--- src/design/vt4_pkg.sv ---
// types and constants shared by the vertex transform files
package vt4_pkg;

  localparam int CompBits  = 16;
  localparam int FracBits  = 12;
  localparam int EntryBits = 16;
  localparam int NumComps  = 4;
  localparam int CfgBits   = NumComps * EntryBits;
  localparam int IdxBits   = 2;

  localparam int ProdBits  = EntryBits + CompBits;
  localparam int PairBits  = ProdBits + 1;
  localparam int SumBits   = ProdBits + 2;
  localparam int RndBits   = SumBits + 1;
  localparam int ShBits    = RndBits - FracBits;
  localparam int HalfLsb   = (FracBits > 0) ? (1 << (FracBits - 1)) : 0;

  typedef logic signed [CompBits-1:0]  comp_t;
  typedef logic signed [EntryBits-1:0] entry_t;
  typedef logic signed [ProdBits-1:0]  prod_t;
  typedef logic signed [PairBits-1:0]  pair_t;
  typedef logic signed [SumBits-1:0]   sum_t;
  typedef logic signed [RndBits-1:0]   rnd_t;
  typedef logic signed [ShBits-1:0]    sh_t;
  typedef logic [CfgBits-1:0]          col_t;

  typedef enum logic [IdxBits-1:0] {
    REG_COL0 = 2'd0,
    REG_COL1 = 2'd1,
    REG_COL2 = 2'd2,
    REG_COL3 = 2'd3
  } reg_idx_e;

  // stage load enables for the dot product pipeline
  typedef struct packed {
    logic s1;
    logic s2;
    logic s3;
    logic s4;
  } vt4_adv_t;

  localparam col_t Col0Rst = col_t'(64'h0000_0000_0000_1000);
  localparam col_t Col1Rst = col_t'(64'h0000_0000_1000_0000);
  localparam col_t Col2Rst = col_t'(64'h0000_1000_0000_0000);
  localparam col_t Col3Rst = col_t'(64'h1000_0000_0000_0000);

endpackage

--- src/design/vt4_dot4.sv ---
// four stage dot product of one matrix row with the vertex, rounded and saturated
module vt4_dot4 import vt4_pkg::*; (
  input  logic                    clk_i,
  input  vt4_adv_t                adv_i,
  input  comp_t  [NumComps-1:0]   comp_i,
  input  entry_t [NumComps-1:0]   entry_i,
  output comp_t                   res_o
);

  localparam sh_t SatHi = sh_t'((1 << (CompBits - 1)) - 1);
  localparam sh_t SatLo = sh_t'(-(1 << (CompBits - 1)));

  prod_t [NumComps-1:0] prod_d, prod_q;
  pair_t [1:0]          pair_d, pair_q;
  sum_t                 sum_d, sum_q;
  rnd_t                 rnd;
  sh_t                  sh;
  comp_t                res_d, res_q;

  // stage 1: products
  always_comb begin
    for (int k = 0; k < NumComps; k++) begin
      prod_d[k] = prod_t'($signed(entry_i[k])) * prod_t'($signed(comp_i[k]));
    end
  end

  // stage 2: pair sums
  always_comb begin
    pair_d[0] = pair_t'($signed(prod_q[0])) + pair_t'($signed(prod_q[1]));
    pair_d[1] = pair_t'($signed(prod_q[2])) + pair_t'($signed(prod_q[3]));
  end

  // stage 3: full sum
  assign sum_d = sum_t'($signed(pair_q[0])) + sum_t'($signed(pair_q[1]));

  // stage 4: round, floor shift, saturate
  always_comb begin
    rnd = rnd_t'(sum_q) + rnd_t'(HalfLsb);
    sh  = sh_t'(rnd >>> FracBits);
    if (sh > SatHi) begin
      res_d = comp_t'(SatHi);
    end else if (sh < SatLo) begin
      res_d = comp_t'(SatLo);
    end else begin
      res_d = comp_t'(sh);
    end
  end

  always_ff @(posedge clk_i) begin
    if (adv_i.s1) begin
      prod_q <= prod_d;
    end
    if (adv_i.s2) begin
      pair_q <= pair_d;
    end
    if (adv_i.s3) begin
      sum_q <= sum_d;
    end
    if (adv_i.s4) begin
      res_q <= res_d;
    end
  end

  assign res_o = res_q;

endmodule

--- config.mk ---
export PLATFORM = sky130hd
export DESIGN_NAME = vt4_dot4
export DESIGN_NICKNAME = d
export VERILOG_FILES = /design/src/design/vt4_pkg.sv /design/src/design/vt4_dot4.sv
export SDC_FILE = /design/constraint.sdc
export NUM_CORES = 2
export LEC_CHECK = 0
export BUFFER_PORTS_ARGS = -buffer_cell sky130_fd_sc_hd__buf_4
export CELL_PAD_IN_SITES_DETAIL_PLACEMENT = 0
export CELL_PAD_IN_SITES_GLOBAL_PLACEMENT = 1
export CORE_UTILIZATION = 45
export CTS_BUF_LIST = sky130_fd_sc_hd__clkbuf_8
export DETAILED_ROUTE_END_ITERATION = 12
export GPL_TIMING_DRIVEN = 0
export HOLD_SLACK_MARGIN = 0.06
export PLACE_DENSITY_LB_ADDON = 0.1
export SLEW_MARGIN = 10
export SYNTH_ARGS = -nofsm -noshare
export SYNTH_HDL_FRONTEND = slang
export SYNTH_SLANG_ARGS = --single-unit
export TNS_END_PERCENT = 30
--- constraint.sdc ---
create_clock -name clk_i -period 8.4 [get_ports clk_i]
set_input_delay 1.68 -clock clk_i [delete_from_list [all_inputs] [get_ports clk_i]]
set_output_delay 1.68 -clock clk_i [all_outputs]
set_load 0.005 [all_outputs]
# Word-level counts from Yosys, hierarchy flattened

Cells that the tools add are included.

Bits in registers: 244
Input port bits: 133
Output and inout bits: 16
Word-level logic and storage cells: 19

Add/sub/neg operators: 4
$mul: 4
$lt $le $gt $ge: 2
Multiplexer cells: 1

Operators by type and width:

| operator                                                                       | number |
|---|---|
| 16-bit by 16-bit multiplier with 32-bit output                                 | 4 |
| 32-bit by 32-bit adder with 33-bit output                                      | 2 |
| 34-bit by 13-bit adder with 35-bit output, second input constant               | 1 |
| 33-bit by 33-bit adder with 34-bit output                                      | 1 |
| 23-bit by 16-bit > comparator with 1-bit output, second input constant         | 1 |
| 23-bit by 16-bit less-than comparator with 1-bit output, second input constant | 1 |
| 16-bit two-way mux                                                             | 1 |

# Longest topological paths before layout

Word-level depth: 3
Depth in mapped cells: 24
Mapped depth without buffers: 23

# Least setup slack after synthesis

Ideal clock, no wire load.

Kind: input to register
Start point: input port entry_i[31] (netlist bit)
End point: register prod_q[63] (netlist bit) (data pin)
Setup time: 260 ps
Data arrival time: 7,294 ps
Required time: 8,140 ps
Slack: 846 ps
Stages on the path: 22
Buffers on the path: 1
Path through: clkbuf_1 nand2_1 inv_1 fa_1 fa_1 fa_1 fa_1 fa_1 inv_1 fa_1 inv_1 ha_1 a21o_1 a21o_1 a21o_1 nor3_1 and3_1 o31ai_1 or4_1 a41o_1 a21oi_2 xnor2_1

RTL lines:

| item                 | RTL line       | text |
|---|---|---|
| from (decl)          | vt4_dot4.sv:6  | `input entry_t [NumComps-1:0] entry_i,` |
| to (signal assigned) | vt4_dot4.sv:51 | `prod_q <= prod_d;` |
| to (decl)            | vt4_dot4.sv:13 | `prod_t [NumComps-1:0] prod_d, prod_q;` |

==> results.toml <==
[final_layout]
fillCellCount = 10698
final_common_cell = "inv_1"
mostFrequentLayoutCells = "inv_1, fa_1, nand2_1"
utilization = 0.4899
syn_to_final_growth_pct = 7.342
layout-drive-gt1-share = 0.04666
fin_nets = 6983

[route]
drt_first_pass_iters = 6
via_per_inst = 5.073
drt_iter0_drc = 1804
ant_nets = 0
via_count = 34952
drt_wl_total_mm = 132.3
wl_per_cell_um = 19.20
drc = 0

[setup_path]
worstPathArrival_ns = 8.48
required_ns = 8.69
setup.worst_path.class = "in2reg"
cp-start-kind = "input pin"
path_max_fanout = 10
critPathCaptureType = "flop"

[die]
core_area_mm2 = 0.1113
fp.dieH_um = 337.9
std_cell_rows = 122
die_area_mm2 = 0.1142
start_util = 0.4564
dieWidth_um = 337.9
io_pins = 149

[cts]
cts_buffers = 37
post_cts_buffers = 0
ctsHoldBuffers = 0
clockBufferDepth = 3
htreeDepth = 2
path_clk_slew_ns = 0.06
clock_latency_ns = 0.56
cts_tree = "done"
clockRootBuffer = "clkbuf_8"
clock-sinks = 233

[sta]
slew_headroom = 0.3989
finalCritPeriodShare = 0.9754
min_period_ns = 8.193
tightest_slew_ns = 0.9017
setup_viol = 0
rsz0062_at_grt = "true"
drv_slew = 0
fin_worst_skew_ns = 0.03048
fmax_mhz = 122.0
final-hold-violation-count = 0

[logic_synthesis]
synth.yosys.seq_area_share = 0.1378
netlist_instances = 5188
synth_edf_count = 233
synth-adder-area-share = 0.5186
synth_xor_area_frac = 0.03863
synth_compound_area_frac = 0.06578
synth_flop_cell = "edfxtp_1"
syn-num-nets = 6796
ys_types = 76
synth_top_family_by_area = "adder cells"
synth-seq-cells = 233
ys_async_sr_fraction = 0
synth.avg_cell_area_um2 = 9.789
muxShareOfSynthArea = 0.0005913
synth-simple-area-share = 0.1414
synth_area_mm2 = 0.05078
yosysWarningCount = 0

[global_routing]
antenna_found_initial = 2
grt_max_degree = 91
grt_first_pass_wirelength_mm = 209.6
first_global_vias = 36684
grt-ovfl-total = 0
grt_util_all_layers = 0.2425

[placement]
hpwlAfterDp_mm = 113.3
io_buffer_count = 148
place.gp.congestion = 0.9028

[status]
run_status = "finished, final reports clean"

[min_path]
min_path_type = "reg2reg"

[run]
cap_violations = 0
final cells by class:
class                      count  area [µm²]  share of cell area
antenna                        1       2.502          0.00004591
sequential                   233        6997              0.1284
tap                         1488        1862             0.03415
multi-input combinational   3641       38870              0.7130
timing repair buffer         149        1142             0.02096
clock buffer                  39       536.8            0.009847
clock inverter                26       165.2            0.003030
buffer                       138       530.5            0.009732
inverter                    1175        4410             0.08091
registers in the layout, summed over array words and instances (netlist names):
name    cells
res_o      16
sum_q      23
prod_q    128
pair_q     66
kinds of logic after synthesis:
| logic type | after synthesis |
|---|---|
| flops | 233 |
| mux | 3 |
| xor+xnor | 224 |
| compound gates | 502 |
| buf+inv | 1314 |
| fa+ha+maj | 1475 |
| simple gates | 1437 |
worst max-delay path, cell delays in order:
cell	delay [ns]
buf_4	0.15
clkbuf_1	0.43
nand2_1	0.16
fa_1	0.54
fa_1	0.53
fa_1	0.52
inv_1	0.06
fa_1	0.50
fa_1	0.50
inv_1	0.05
fa_1	0.52
inv_1	0.05
ha_1	0.35
and3_1	0.24
a221oi_2	0.37
a2bb2oi_2	0.24
nand2_1	0.10
a221o_1	0.39
a221oi_2	0.29
a21oi_1	0.14
a21oi_2	0.21
o21ai_1	0.10
xnor2_1	0.39
path summary, 6_finish.rpt:
| check | start | end | slack [ns] | cells past startpoint |
|---|---|---|---|---|
| min reg2reg | prod_q[64] | pair_q[33] | 0.57 | 1 |
| min | prod_q[64] | pair_q[33] | 0.57 | 1 |
| max reg2reg | prod_q[96] | pair_q[65] | 4.76 | 13 |
| max | comp_i[1] | prod_q[31] | 0.21 | 23 |
timing repair:
action,4_1_cts,5_1_grt
resized for setup,0,18
endpoints found under the setup margin,0,6
hold endpoints to repair,0,0
per-stage QoR:
stage	TNS (ns)	hold WS [ns]	setup slack, ns	std cells	area (µm²)
2_1_floorplan	0	0.5128	0.8458	5188	50780
3_3_place_gp	-2.616	0.5478	-0.4307	6824	53760
3_5_place_dp	-2.838	0.5514	-0.4904	6825	53790
4_1_cts	0	0.5696	0.09165	6890	54490
5_1_grt	-0.01399	0.5807	-0.01399	6889	54510
6_report	0	0.5683	0.2066	6890	54510
metal layers:
layer  GRT usage  part of all wire
met5           0                 0
met4     0.05074             0.022
met3     0.02157             0.040
met2      0.4081              0.48
met1      0.3416              0.45
Yosys cell counts (6+ instances only):
master,count,area [µm²]
inv_1,1175,4410
fa_1,1050,21020
nand2_1,553,2076
and2_1,505,3159
ha_1,425,5318
edfxtp_1,233,6997
a21oi_1,161,805.8
xnor2_1,161,1410
nor2_1,158,593.1
clkbuf_1,134,503.0
a21o_1,88,660.6
o21ai_0,80,400.4
xor2_1,63,551.8
nand3_1,41,205.2
nor3_1,37,185.2
nand2b_1,35,219.0
o21a_1,29,217.7
nor2b_1,26,162.7
o21bai_1,26,195.2
nand4_1,21,131.4
and3_1,16,100.1
a31oi_1,13,81.33
o21ai_1,10,50.05
and4_1,9,78.83
or2_2,9,56.30
or3_1,8,50.05
a211o_1,7,61.31
a211oi_1,7,52.55
o211ai_1,7,52.55
a21oi_2,6,52.55
nor4_1,6,37.54
Power is not shown: default switching activity piles up to over one toggle a cycle in this logic, so the estimate is an artifact.
